<file path="src/hdl/cpm_pkg.sv">
// Shared types and constants for the capture period meter.
package cpm_pkg;

    localparam int OP_W    = 2;
    localparam int CH_W    = 2;
    localparam int CNT_W   = 16;
    localparam int STAMP_W = 32;
    localparam int TMO_W   = 8;
    localparam int CFG_IDX_W  = 2;
    localparam int CFG_DATA_W = 16;

    // operation codes
    localparam logic [OP_W-1:0] OP_CAPTURE = 2'd0;
    localparam logic [OP_W-1:0] OP_TICK    = 2'd1;
    localparam logic [OP_W-1:0] OP_READ    = 2'd2;

    // configuration register indexes
    localparam logic [CFG_IDX_W-1:0] CFG_COUNTER_TOP   = 2'd0;
    localparam logic [CFG_IDX_W-1:0] CFG_GLITCH_MIN    = 2'd1;
    localparam logic [CFG_IDX_W-1:0] CFG_TIMEOUT_TICKS = 2'd2;
    localparam logic [CFG_IDX_W-1:0] CFG_US_PER_COUNT  = 2'd3;

    // result status codes
    localparam logic STATUS_OK       = 1'b0;
    localparam logic STATUS_BAD_CHAN = 1'b1;

    // output queue
    localparam int FIFO_DEPTH = 4;
    localparam int FIFO_PTR_W = $clog2(FIFO_DEPTH);
    localparam int FIFO_CNT_W = $clog2(FIFO_DEPTH + 1);

    typedef struct packed {
        logic [OP_W-1:0]  op;
        logic [CH_W-1:0]  channel;
        logic [CNT_W-1:0] capture_count;
    } in_item_t;

    typedef struct packed {
        logic               status;
        logic [STAMP_W-1:0] period_counts;
        logic [STAMP_W-1:0] period_us;
    } out_item_t;

    // per-channel record kept in the channel memory
    typedef struct packed {
        logic [STAMP_W-1:0] last_tick;
        logic [STAMP_W-1:0] acc_stamp;
        logic [STAMP_W-1:0] period;
    } chan_rec_t;

    // read request handed to the scaling stage
    typedef struct packed {
        logic               status;
        logic [STAMP_W-1:0] period;
    } scale_req_t;

endpackage

</file>
<file path="src/hdl/cpm_chan_mem.sv">
// Per-channel state memory with valid bits and read-during-write bypass.
module cpm_chan_mem #(
    parameter int NUM_CHANNELS = 2,
    parameter int AW = 1
) (
    input  logic              clk,
    input  logic              rst_n,
    input  logic [AW-1:0]     rd_addr,
    output cpm_pkg::chan_rec_t rd_data,
    input  logic              wr_en,
    input  logic [AW-1:0]     wr_addr,
    input  cpm_pkg::chan_rec_t wr_data
);
    import cpm_pkg::*;

    chan_rec_t                mem [NUM_CHANNELS];
    logic [NUM_CHANNELS-1:0]  vld_reg;
    chan_rec_t                rd_data_reg;
    logic                     rd_vld_reg;
    logic                     byp_reg;
    chan_rec_t                byp_data_reg;

    always_ff @(posedge clk)
    begin
        if (wr_en)
        begin
            mem[wr_addr] <= wr_data;
        end
        rd_data_reg  <= mem[rd_addr];
        byp_data_reg <= wr_data;
    end

    always_ff @(posedge clk or negedge rst_n)
    begin
        if (!rst_n)
        begin
            vld_reg    <= '0;
            rd_vld_reg <= 1'b0;
            byp_reg    <= 1'b0;
        end
        else
        begin
            if (wr_en)
            begin
                vld_reg[wr_addr] <= 1'b1;
            end
            rd_vld_reg <= vld_reg[rd_addr];
            // write lands at the same edge as the read: take the new record
            byp_reg    <= wr_en && (wr_addr == rd_addr);
        end
    end

    // an entry never written reads as the reset value (all zero)
    assign rd_data = byp_reg ? byp_data_reg : (rd_vld_reg ? rd_data_reg : '0);

endmodule

</file>
<file path="src/hdl/cpm_scale.sv">
// Scaling stage: period times us_per_count, saturated to 32 bits.
module cpm_scale (
    input  logic               clk,
    input  logic               rst_n,
    input  logic               req_valid,
    input  cpm_pkg::scale_req_t req,
    input  logic [15:0]        us_per_count,
    output logic               busy,
    output logic               push,
    output cpm_pkg::out_item_t push_data
);
    import cpm_pkg::*;

    logic                          s2_valid_reg;
    scale_req_t                    s2_req_reg;
    logic [STAMP_W+CFG_DATA_W-1:0] prod;

    always_ff @(posedge clk or negedge rst_n)
    begin
        if (!rst_n)
        begin
            s2_valid_reg <= 1'b0;
        end
        else
        begin
            s2_valid_reg <= req_valid;
        end
    end

    always_ff @(posedge clk)
    begin
        s2_req_reg <= req;
    end

    assign prod = s2_req_reg.period * us_per_count;

    always_comb
    begin
        push_data.status        = s2_req_reg.status;
        push_data.period_counts = s2_req_reg.period;
        if (|prod[STAMP_W+CFG_DATA_W-1:STAMP_W])
        begin
            push_data.period_us = '1;
        end
        else
        begin
            push_data.period_us = prod[STAMP_W-1:0];
        end
    end

    assign push = s2_valid_reg;
    assign busy = s2_valid_reg;

endmodule

</file>
<file path="src/hdl/cpm_out_fifo.sv">
// Result queue between the pipeline and the response channel.
module cpm_out_fifo (
    input  logic                            clk,
    input  logic                            rst_n,
    input  logic                            push,
    input  cpm_pkg::out_item_t              push_data,
    output logic                            rsp_valid,
    input  logic                            rsp_stall,
    output cpm_pkg::out_item_t              rsp_data,
    output logic [cpm_pkg::FIFO_CNT_W-1:0]  count
);
    import cpm_pkg::*;

    out_item_t               buf_mem [FIFO_DEPTH];
    logic [FIFO_PTR_W-1:0]   wr_ptr_reg;
    logic [FIFO_PTR_W-1:0]   rd_ptr_reg;
    logic [FIFO_CNT_W-1:0]   count_reg;
    logic [FIFO_CNT_W-1:0]   count_next;
    logic                    pop;

    assign rsp_valid = (count_reg != '0);
    assign pop       = rsp_valid && !rsp_stall;
    assign rsp_data  = buf_mem[rd_ptr_reg];
    assign count     = count_reg;

    always_comb
    begin
        count_next = count_reg;
        if (push && !pop)
        begin
            count_next = count_reg + 1'b1;
        end
        else if (pop && !push)
        begin
            count_next = count_reg - 1'b1;
        end
    end

    always_ff @(posedge clk)
    begin
        if (push)
        begin
            buf_mem[wr_ptr_reg] <= push_data;
        end
    end

    always_ff @(posedge clk or negedge rst_n)
    begin
        if (!rst_n)
        begin
            wr_ptr_reg <= '0;
            rd_ptr_reg <= '0;
            count_reg  <= '0;
        end
        else
        begin
            if (push)
            begin
                wr_ptr_reg <= wr_ptr_reg + 1'b1;
            end
            if (pop)
            begin
                rd_ptr_reg <= rd_ptr_reg + 1'b1;
            end
            count_reg <= count_next;
        end
    end

    a_no_overflow: assert property (@(posedge clk) disable iff (!rst_n)
        push && !pop |-> count_reg < FIFO_CNT_W'(FIFO_DEPTH))
        else $error("result queue overflow");

    a_count_bound: assert property (@(posedge clk) disable iff (!rst_n)
        count_reg <= FIFO_CNT_W'(FIFO_DEPTH))
        else $error("result queue count out of range");

endmodule

</file>
<file path="src/hdl/capture_period_meter.sv">
// Top level of the multi-channel input-capture period meter.
//
// Usage:
//   req channel (req_valid/req_stall/req_data): one transaction per event:
//   capture (timestamp a channel edge), overflow tick, or period read.
//   rsp channel (rsp_valid/rsp_stall/rsp_data): one transaction per read,
//   carrying status, the period in counts and the period in microseconds.
//   cfg channel (cfg_valid/cfg_ready/cfg_index/cfg_data): register writes,
//   always ready; write only while no transaction is in flight.
// Throughput: one request per cycle while req_stall is low. Channel state
// sits in a small memory with a registered read; a capture writes back in
// the following cycle and a same-channel request right behind it takes the
// written record by bypass. A read's response passes the memory read, the
// scaling multiply and the result queue in that order.
// Stall: results wait in a 4-entry queue; req_stall rises only once queued
// plus in-flight reads would fill it, so requests keep flowing while a
// response waits.
// Reset: overflow count and all channel records read as zero, registers
// take their defaults; no clearing pass, the block is ready at once.
module capture_period_meter #(
    parameter int NUM_CHANNELS = 2
) (
    input  logic                              clk,
    input  logic                              rst_n,
    input  logic                              req_valid,
    output logic                              req_stall,
    input  cpm_pkg::in_item_t                 req_data,
    output logic                              rsp_valid,
    input  logic                              rsp_stall,
    output cpm_pkg::out_item_t                rsp_data,
    input  logic                              cfg_valid,
    output logic                              cfg_ready,
    input  logic [cpm_pkg::CFG_IDX_W-1:0]     cfg_index,
    input  logic [cpm_pkg::CFG_DATA_W-1:0]    cfg_data
);
    import cpm_pkg::*;

    localparam int AW = (NUM_CHANNELS > 1) ? $clog2(NUM_CHANNELS) : 1;

    // configuration
    logic [CNT_W-1:0]   counter_top_reg;
    logic [CNT_W-1:0]   glitch_min_reg;
    logic [TMO_W-1:0]   timeout_ticks_reg;
    logic [CNT_W-1:0]   us_per_count_reg;

    logic [STAMP_W-1:0] ovf_reg;
    logic [STAMP_W-1:0] ovf_next;

    // stage 1
    logic               s1_cap_reg;
    logic               s1_rd_reg;
    logic               s1_ch_ok_reg;
    logic [AW-1:0]      s1_addr_reg;
    logic [CNT_W-1:0]   s1_cnt_reg;
    logic [STAMP_W-1:0] s1_ovf_reg;
    logic [STAMP_W-1:0] s1_prod_reg;

    logic               req_fire;
    logic               ch_ok;
    logic [AW-1:0]      rd_addr;
    chan_rec_t          rec;
    chan_rec_t          wr_rec;
    logic               wr_en;
    logic [STAMP_W-1:0] stamp;
    logic [STAMP_W-1:0] delta;
    logic [STAMP_W-1:0] since;
    scale_req_t         sreq;
    logic               s2_busy;
    logic               push;
    out_item_t          push_data;
    logic [FIFO_CNT_W-1:0] q_count;
    logic [FIFO_CNT_W:0]   committed;

    assign cfg_ready = 1'b1;

    always_ff @(posedge clk or negedge rst_n)
    begin
        if (!rst_n)
        begin
            counter_top_reg   <= 16'hFFFF;
            glitch_min_reg    <= 16'd10;
            timeout_ticks_reg <= 8'd2;
            us_per_count_reg  <= 16'd1;
        end
        else if (cfg_valid && cfg_ready)
        begin
            case (cfg_index)
                CFG_COUNTER_TOP:   counter_top_reg   <= cfg_data;
                CFG_GLITCH_MIN:    glitch_min_reg    <= cfg_data;
                CFG_TIMEOUT_TICKS: timeout_ticks_reg <= cfg_data[TMO_W-1:0];
                CFG_US_PER_COUNT:  us_per_count_reg  <= cfg_data;
                default:           ;
            endcase
        end
    end

    // queued results plus reads still in the pipe must leave room for one more
    assign committed = {1'b0, q_count} + (FIFO_CNT_W+1)'(s1_rd_reg)
                     + (FIFO_CNT_W+1)'(s2_busy);
    assign req_stall = committed >= (FIFO_CNT_W+1)'(FIFO_DEPTH);
    assign req_fire  = req_valid && !req_stall;

    assign ch_ok   = {1'b0, req_data.channel} < (CH_W+1)'(NUM_CHANNELS);
    assign rd_addr = req_data.channel[AW-1:0];

    assign ovf_next = (req_fire && req_data.op == OP_TICK) ? ovf_reg + 1'b1 : ovf_reg;

    always_ff @(posedge clk or negedge rst_n)
    begin
        if (!rst_n)
        begin
            ovf_reg      <= '0;
            s1_cap_reg   <= 1'b0;
            s1_rd_reg    <= 1'b0;
        end
        else
        begin
            ovf_reg    <= ovf_next;
            s1_cap_reg <= req_fire && req_data.op == OP_CAPTURE && ch_ok;
            s1_rd_reg  <= req_fire && req_data.op == OP_READ;
        end
    end

    always_ff @(posedge clk)
    begin
        s1_ch_ok_reg <= ch_ok;
        s1_addr_reg  <= rd_addr;
        s1_cnt_reg   <= req_data.capture_count;
        s1_ovf_reg   <= ovf_reg;
        // low 32 bits of overflow_count * (counter_top + 1)
        s1_prod_reg  <= STAMP_W'(ovf_reg * ({1'b0, counter_top_reg} + 17'd1));
    end

    cpm_chan_mem #(
        .NUM_CHANNELS (NUM_CHANNELS),
        .AW           (AW)
    ) u_mem (
        .clk     (clk),
        .rst_n   (rst_n),
        .rd_addr (rd_addr),
        .rd_data (rec),
        .wr_en   (wr_en),
        .wr_addr (s1_addr_reg),
        .wr_data (wr_rec)
    );

    // capture update
    assign stamp = s1_prod_reg + {{(STAMP_W-CNT_W){1'b0}}, s1_cnt_reg};
    assign delta = stamp - rec.acc_stamp;
    assign wr_en = s1_cap_reg;

    always_comb
    begin
        wr_rec.last_tick = s1_ovf_reg;
        if (delta >= {{(STAMP_W-CNT_W){1'b0}}, glitch_min_reg})
        begin
            wr_rec.acc_stamp = stamp;
            wr_rec.period    = delta;
        end
        else
        begin
            wr_rec.acc_stamp = rec.acc_stamp;
            wr_rec.period    = rec.period;
        end
    end

    // read: timeout check and bad channel
    assign since = s1_ovf_reg - rec.last_tick;

    always_comb
    begin
        sreq.status = STATUS_OK;
        sreq.period = '0;
        if (!s1_ch_ok_reg)
        begin
            sreq.status = STATUS_BAD_CHAN;
        end
        else if (since <= {{(STAMP_W-TMO_W){1'b0}}, timeout_ticks_reg})
        begin
            sreq.period = rec.period;
        end
    end

    cpm_scale u_scale (
        .clk          (clk),
        .rst_n        (rst_n),
        .req_valid    (s1_rd_reg),
        .req          (sreq),
        .us_per_count (us_per_count_reg),
        .busy         (s2_busy),
        .push         (push),
        .push_data    (push_data)
    );

    cpm_out_fifo u_fifo (
        .clk       (clk),
        .rst_n     (rst_n),
        .push      (push),
        .push_data (push_data),
        .rsp_valid (rsp_valid),
        .rsp_stall (rsp_stall),
        .rsp_data  (rsp_data),
        .count     (q_count)
    );

    a_credit: assert property (@(posedge clk) disable iff (!rst_n)
        committed <= (FIFO_CNT_W+1)'(FIFO_DEPTH))
        else $error("more reads in flight than queue space");

    a_ovf_only_on_tick: assert property (@(posedge clk) disable iff (!rst_n)
        ovf_reg != $past(ovf_reg) |-> $past(req_fire && req_data.op == OP_TICK))
        else $error("overflow count moved without a tick");

    a_bad_chan_zero: assert property (@(posedge clk) disable iff (!rst_n)
        push && push_data.status == STATUS_BAD_CHAN
            |-> push_data.period_counts == '0 && push_data.period_us == '0)
        else $error("bad channel read returned nonzero period");

endmodule
</file>
<file path="config.mk">
export PLATFORM = sky130hd
export DESIGN_NAME = capture_period_meter
export DESIGN_NICKNAME = d
export VERILOG_FILES = /design/src/hdl/cpm_pkg.sv /design/src/hdl/cpm_chan_mem.sv /design/src/hdl/cpm_scale.sv /design/src/hdl/cpm_out_fifo.sv /design/src/hdl/capture_period_meter.sv
export SDC_FILE = /design/constraint.sdc
export NUM_CORES = 2
export LEC_CHECK = 0
export BUFFER_PORTS_ARGS = -buffer_cell sky130_fd_sc_hd__buf_2
export CORE_MARGIN = 2
export CORE_UTILIZATION = 55
export CTS_CLUSTER_SIZE = 28
export DETAILED_ROUTE_END_ITERATION = 10
export PLACE_DENSITY = 0.79
export SYNTH_ARGS = -nofsm -noshare
export SYNTH_HDL_FRONTEND = slang
export SYNTH_SLANG_ARGS = --single-unit
</file>
<file path="constraint.sdc">
create_clock -name clk -period 9.3 [get_ports clk]
set_clock_uncertainty 0.2 [all_clocks]
set_input_delay 1.86 -clock clk [delete_from_list [all_inputs] [get_ports clk]]
set_output_delay 1.86 -clock clk [all_outputs]
set_load 0.02 [all_outputs]
</file>
### After elaboration in Yosys (flattened, before gate mapping)

Memories as Yosys holds them, arrays and structs flattened. A register that Yosys moved wholly into a read port is not among the register bits.
Index checks and enable logic that the tools add are counted.

* output and inout bits: 68
* memories kept: 2
* bits in latches: 0
* logic and storage cells: 92
* bits in read-only memories: 0
* bits in writable memories: 452
* input port bits: 43
* register bits: 313

Memories
* u_fifo.buf_mem: words 4, bits a word 65, read ports 1, clocked after memory_dff 0, write ports 1, line cpm_out_fifo.sv:14 `out_item_t buf_mem [FIFO_DEPTH];`
* u_mem.mem: words 2, bits a word 96, read ports 1, clocked after memory_dff 1, write ports 1, line cpm_chan_mem.sv:16 `chan_rec_t mem [NUM_CHANNELS];`

* bitwise gates (word level): 1
* reductions and logical operators: 24
* shifts and indexed selects: 0
* multipliers: 2
* div/mod/pow operators: 0
* magnitude comparators: 7
* equal/unequal tests: 6
* mux-type cells: 15
* add/sub/neg operators: 11

Operator list (number)
* 96-bit two-way mux: 2
* 64-bit two-way mux: 1
* 32-bit subtractor: 2
* 32-bit by 16-bit multiplier with 48-bit output: 1
* 32-bit by 1-bit adder with 32-bit output, second input constant: 1
* 32-bit by 16-bit adder with 32-bit output: 1
* 32-bit by 16-bit >= comparator with 1-bit output: 1
* 32-bit by 8-bit <= comparator with 1-bit output: 1
* 32-bit by 17-bit multiplier with 32-bit output: 1
* 32-bit two-way mux: 1
* 16-bit by 1-bit adder with 17-bit output, second input constant: 1
* 16-bit OR reduction: 1
* 1-bit logical AND: 10
* 2-bit AND reduction: 5
* 1-bit two-way mux: 8
* 2-bit == test, second input constant: 3
* 3-bit two-way mux: 2
* 2-bit by 1-bit adder with 2-bit output, second input constant: 2
* 3-bit by 1-bit adder with 4-bit output: 1
* 4-bit by 1-bit adder with 4-bit output: 1
* 2-bit by 1-bit == test with 1-bit output, second input constant: 2
* 4-bit by 3-bit >= comparator with 1-bit output, second input constant: 1
* 1-bit logical NOT: 4
* 2-bit logical NOT: 2
* other kinds (10): 11

### Longest topological paths before layout

* depth in word-level cells: 7
* gate-level depth with buffers: 31
* gate-level depth less buffers: 29

### By module

A second synthesis with hierarchy kept.

* cell total of the unflattened synthesis: 5822
* area total of the unflattened synthesis: 64050.2 um2

By module, submodules not included
* capture_period_meter: cells each 2752, seq. area each 3918.8 um2, instances 1, area each 24339.6 um2
* cpm_scale: cells each 2073, seq. area each 685.7 um2, instances 1, area each 17907.2 um2
* cpm_chan_mem: cells each 623, seq. area each 9709.3 um2, instances 1, area each 11992.8 um2
* cpm_out_fifo: cells each 374, seq. area each 7982.7 um2, instances 1, area each 9810.7 um2

### Worst setup path before layout

OpenSTA, ideal clock, no wires.

* kind: register to register
* from: register u_scale.s2_req_reg (netlist bit u_scale.push_data[39])
* to: memory u_fifo.buf_mem[0][10] (netlist bit) (data pin)
* required time: 8.801 ns
* setup slack: 1.626 ns
* stages on the path, launching flop included: 27
* setup time: 0.299 ns
* clock period less this slack: 7.674 ns
* data arrival time: 7.175 ns
* path through: dfxtp_1 > clkbuf_1 > nand2_1 > fa_1 > inv_1 > fa_1 > inv_1 > fa_1 > inv_1 > fa_1 > fa_1 > inv_1 > fa_1 > inv_1 > ha_1 > clkbuf_1 > nand4_1 > nor2_1 > o211ai_1 > a2111oi_0 > o2111a_1 > or2_2 > o211ai_1 > a22o_1 > nor4_1 > clkbuf_1 > nand4_1

RTL lines
* start: declaration: line cpm_scale.sv:15 `scale_req_t s2_req_reg;`
* start signal: assignment: line cpm_scale.sv:32 `s2_req_reg <= req;`
* end: declaration: line cpm_out_fifo.sv:14

### Worst setup path after layout

* from: register counter_top_reg[0]
* to: register s1_prod_reg[31]

* cells in the longest elaborated chain, start to end: 2

Ends and longest elaborated chain
* start: declaration: line capture_period_meter.sv:41 `logic [CNT_W-1:0] counter_top_reg;`
* start signal: assignment: line capture_period_meter.sv:88 `CFG_COUNTER_TOP: counter_top_reg <= cfg_data;`
* 16-bit by 1-bit adder with 17-bit output: line capture_period_meter.sv:131 `s1_prod_reg <= STAMP_W'(ovf_reg * ({1'b0, counter_top_reg} + 17'd1));`
* 32-bit by 17-bit multiplier with 32-bit output: line capture_period_meter.sv:131
* end signal: assignment: line capture_period_meter.sv:131
* end: declaration: line capture_period_meter.sv:56 `logic [STAMP_W-1:0] s1_prod_reg;`

Every way passes these cells.
A chain may end at the register's enable or synchronous reset.

==> impl_summary.txt <==
----------------------------------------------------
[Power]
  Power density normalized to cell area ... 222 nW/um^2
  Max rail drop VDD ... 0.232 mV
  Leakage component of the power ... 29.3 nW

[STA]
  Final Max Tran Viols ... 0
  Final hold violation count ... 0
  Period minus WS final ... between 8 and 9 ns
  RSZ-0062 raised after global routing ... false
  Maximum clock frequency ... 0.114 GHz
  Accumulated negative setup slack ... 0 ns
  Worst slew margin relative to its limit ... 0.253
  Final setup violation count ... 0
  Slew of the pin with the lowest slew margin ... 1.12 ns
  Fraction of the cycle the final worst path needs ... 0.940

[Yosys]
  Biggest area consumer among synthesized cells ... sky130_fd_sc_hd__fa_1
  Synthesized area divided by synthesized cell count ... roughly 11 sq um
  Most instantiated flip-flop cell in the synthesis netlist ... sky130_fd_sc_hd__edfxtp_1
  Netlist area before placement ... roughly 62000 sq um
  Cell with the most instances after synthesis ... sky130_fd_sc_hd__inv_1
  Post-synthesis sequential area ratio ... 0.357
  Count of flip-flops with a built-in enable after synthesis ... 452
  Portion of synthesized cell area occupied by the leading cell type ... 0.237
  Most common library cells after synthesis ... sky130_fd_sc_hd__inv_1 (939), sky130_fd_sc_hd__fa_1 (741), sky130_fd_sc_hd__nand2_1 (638)
  Post-Syn Instances ... ~5700
  Fraction of registers with async set or reset after synthesis ... 0.118
  Top post-synthesis cells by area ... sky130_fd_sc_hd__fa_1 (24%), sky130_fd_sc_hd__edfxtp_1 (22%), sky130_fd_sc_hd__dfxtp_1 (9.8%)
  Number of warnings printed during yosys synthesis ... 0
  Synthesized Nets ... about 6700
  Number of different library cells in the post-synthesis netlist ... around 80
  Number of register bits inferred by synthesis ... between 800 and 900

[CTS]
  Hold-fix buffer count after cts ... 0
  Insertion delay of the later-clocked pin in the worst-skew pair ... 0.68 ns
  Num CTS Buffers ... a little under 90
  Clock input transition at the sequential cells of the worst setup and hold paths ... ~0.06 ns
  Clock tree from TritonCTS ... yes
  Number of H-tree branching levels ... 3
  Cells resized by post-CTS repair ... 0
  Maximum buffer depth of the clock tree ... 3
  Cell chosen for the clock root ... sky130_fd_sc_hd__clkbuf_16
  CTS Sinks ... roughly 860
  Buffer count from post-CTS setup fixing ... 0

[Global route]
  First-pass GRT wire length ... between 200 and 250 mm
  Number of antenna violations at the first check in global routing ... 3
  Global-route usage over all layers ... 0.259
  Maximum number of pins on one net before global-route repair ... slightly below 70
  Number of global-route vias before repair ... 43426
  Grt total ovfl ... 0

[Die]
  Number of rows in the core area ... around 120
  Floorplan die area ... roughly 120000 sq um
  Initial Utilization ... 0.555
  Area of the core ... between 100000 and 150000 sq um
  Width of the chip ... 341 microns
  Number of primary I/O pins ... 111
  Die Span Y ... about 340 microns

[Placement]
  Port bufs ... around 110
  Global placer's final weighted congestion ... about 0.94
  Final HPWL DP ... ~110 mm

[Finish]
  Filler cell count ... 8883
  Utilization after layout ... 0.599
  P&R area growth vs syn ... 7.99%
  Multi-input gate area ... around 36000 sq um
  Largest registers ranked by flip-flop count ... u_fifo.buf_mem (260), u_mem.mem (192)
  Number of nets in the layout ... between 6000 and 7000
  Max reg flops ... 260
  Reg area ... between 20000 and 25000 sq um
  Register with the highest flop count ... u_fifo.buf_mem
  Share of cells above drive strength 1 ... 0.110
  Number of diodes added for antenna fixing ... 0

[Worst setup path]
  WS Path Type ... flop to flop
  Launching element type of the critical path ... flop
  Arrival time at the worst endpoint ... just over 9 ns
  Crit path capture type ... flop
  FF-to-FF Start ... counter_top_reg[0]$_DFFE_PN1P_
  Minimum setup slack among reg-to-reg paths ... roughly 0.55 ns
  Req. time, crit path ... between 9 and 10 ns
  Setup crit start ... counter_top_reg[0]$_DFFE_PN1P_
  Largest fanout on the critical path ... 19

[Flow run]
  Max Cap Viol ... 0

[Detailed routing]
  Avg WL per Cell ... 20.4 microns
  Initial drt markers ... 3208
  Number of iterations in the first detailed-routing pass ... 6
  Total via count in the routed design ... 41273
  Number of design rule violations left after detail routing ... 0
  Post-DRT Antenna Nets ... 0
  Total length of routed wires ... roughly 150 mm
  Detail-routed via count per cell ... approximately 5.7

[Min path]
  Worst Hold Class ... flop to flop
  Hold path start ... s1_rd_reg$_DFF_PN0_

[Run status]
  Run status ... finished clean

----------------------------------------------------
-- per-stage QoR --
stage | hold WS (ns) | setup slack, ns | area [sq um] | std cells | power, mW
floorplan | 0.145 | 1.63 | 62500 | 5659 | 9.45
global placement | 0.161 | 0.943 | 64600 | 7080 | 11.3
detailed placement | 0.172 | 0.708 | 64600 | 7080 | 11.5
CTS | 0.184 | 0.662 | 67500 | 7245 | 15.0
global route | 0.190 | 0.170 | 67500 | 7245 | 15.8
finish | 0.183 | 0.555 | 67500 | 7245 | 15.0
-- worst max-delay path, cell delays in order, from the launching register on --
cell,delay (ns)
sky130_fd_sc_hd__dfstp_2,0.71
sky130_fd_sc_hd__buf_4,0.28
sky130_fd_sc_hd__and3_1,0.20
sky130_fd_sc_hd__and4_1,0.37
sky130_fd_sc_hd__nand3_1,0.16
sky130_fd_sc_hd__xnor2_2,0.58
sky130_fd_sc_hd__buf_4,0.32
sky130_fd_sc_hd__nand2_1,0.09
sky130_fd_sc_hd__fa_1,0.51
sky130_fd_sc_hd__inv_1,0.05
sky130_fd_sc_hd__fa_1,0.49
sky130_fd_sc_hd__fa_1,0.59
sky130_fd_sc_hd__fa_1,0.46
sky130_fd_sc_hd__fa_1,0.49
sky130_fd_sc_hd__inv_1,0.06
sky130_fd_sc_hd__fa_1,0.48
sky130_fd_sc_hd__inv_1,0.04
sky130_fd_sc_hd__ha_1,0.33
sky130_fd_sc_hd__a211oi_1,0.33
sky130_fd_sc_hd__nand3b_1,0.12
sky130_fd_sc_hd__o31ai_1,0.43
sky130_fd_sc_hd__o21ai_0,0.22
sky130_fd_sc_hd__o41ai_1,0.58
sky130_fd_sc_hd__o21a_1,0.24
sky130_fd_sc_hd__o21ai_0,0.11
sky130_fd_sc_hd__xnor2_1,0.13
-- worst paths after layout --
| path | to | cells past startpoint |
|---|---|---|
| worst max-delay path | s1_prod_reg[31]$_DFF_P_ | 25 |
| worst min-delay path | u_scale.busy$_DFF_PN0_ | 0 |
| worst max register to register | s1_prod_reg[31]$_DFF_P_ | 25 |
| worst min register to register | u_scale.busy$_DFF_PN0_ | 0 |
| max in group asynchronous | glitch_min_reg[13]$_DFFE_PN0P_ | 2 |
| min in group asynchronous | ovf_reg[26]$_DFFE_PN0P_ | 1 |
-- layer usage --
layer / vias to the layer above / part of all wire / global-route usage
li1: 18422 / - / -
met1: 20844 / 0.41 / 0.351
met2: 1702 / 0.48 / 0.422
met3: 303 / 0.081 / 0.0428
met4: 2 / 0.037 / 0.0955
met5: - / 0.000074 / 0
-- cell usage in the layout, fill, tap and decap left out, types with 23 or more instances in the layout --
master / count
sky130_fd_sc_hd__clkbuf_16: 91
sky130_fd_sc_hd__xor2_1: 57
sky130_fd_sc_hd__nand2_1: 638
sky130_fd_sc_hd__clkbuf_1: 23
sky130_fd_sc_hd__a21o_1: 62
sky130_fd_sc_hd__nor3_2: 30
sky130_fd_sc_hd__nand4_1: 49
sky130_fd_sc_hd__nand2b_1: 54
sky130_fd_sc_hd__fa_1: 741
sky130_fd_sc_hd__buf_2: 107
sky130_fd_sc_hd__nand3_1: 56
sky130_fd_sc_hd__dfxtp_1: 307
sky130_fd_sc_hd__o21ai_0: 100
sky130_fd_sc_hd__edfxtp_1: 452
sky130_fd_sc_hd__and2_1: 370
sky130_fd_sc_hd__a21oi_1: 136
sky130_fd_sc_hd__nor2b_1: 27
sky130_fd_sc_hd__xnor2_1: 130
sky130_fd_sc_hd__o21a_1: 27
sky130_fd_sc_hd__dfrtp_1: 79
sky130_fd_sc_hd__inv_1: 939
sky130_fd_sc_hd__a22oi_1: 96
sky130_fd_sc_hd__and3_1: 36
sky130_fd_sc_hd__mux4_2: 65
sky130_fd_sc_hd__mux2_2: 156
sky130_fd_sc_hd__nor2_1: 88
sky130_fd_sc_hd__mux2i_1: 53
sky130_fd_sc_hd__nor3_1: 35
sky130_fd_sc_hd__buf_4: 79
sky130_fd_sc_hd__ha_1: 297
-- power breakdown --
part	leakage, nW	internal (mW)	switching, mW
Combinational	19.9	2.49	3.88
Sequential	8.01	4.68	0.444
Clock	1.41	1.98	1.50
-- logic make-up (layout without fill, tap and decap cells) --
group	Yosys count	after routing	share of synthesized area
AO/OA/AOI/OAI	605	605	0.0646
AND/OR/NAND/NOR	1479	1479	0.121
multiplexers	274	274	0.0600
other	1	1	0.0000600
buffers and inverters	1204	1290	0.0732
flip-flops	861	861	0.357
XOR/XNOR	197	197	0.0279
adder cells (fa/ha/maj)	1038	1038	0.297
-- area by class of cell --
| class | instances | share of cell area |
|---|---|---|
| clock inverter | 41 | 0.00554 |
| timing repair buffer | 186 | 0.0167 |
| clock buffer | 124 | 0.0371 |
| sequential | 861 | 0.331 |
| inverter | 939 | 0.0522 |
| multi-input combinational | 3594 | 0.530 |
| tap | 1500 | 0.0278 |
Note: power is estimated with default switching activity, not from simulation.
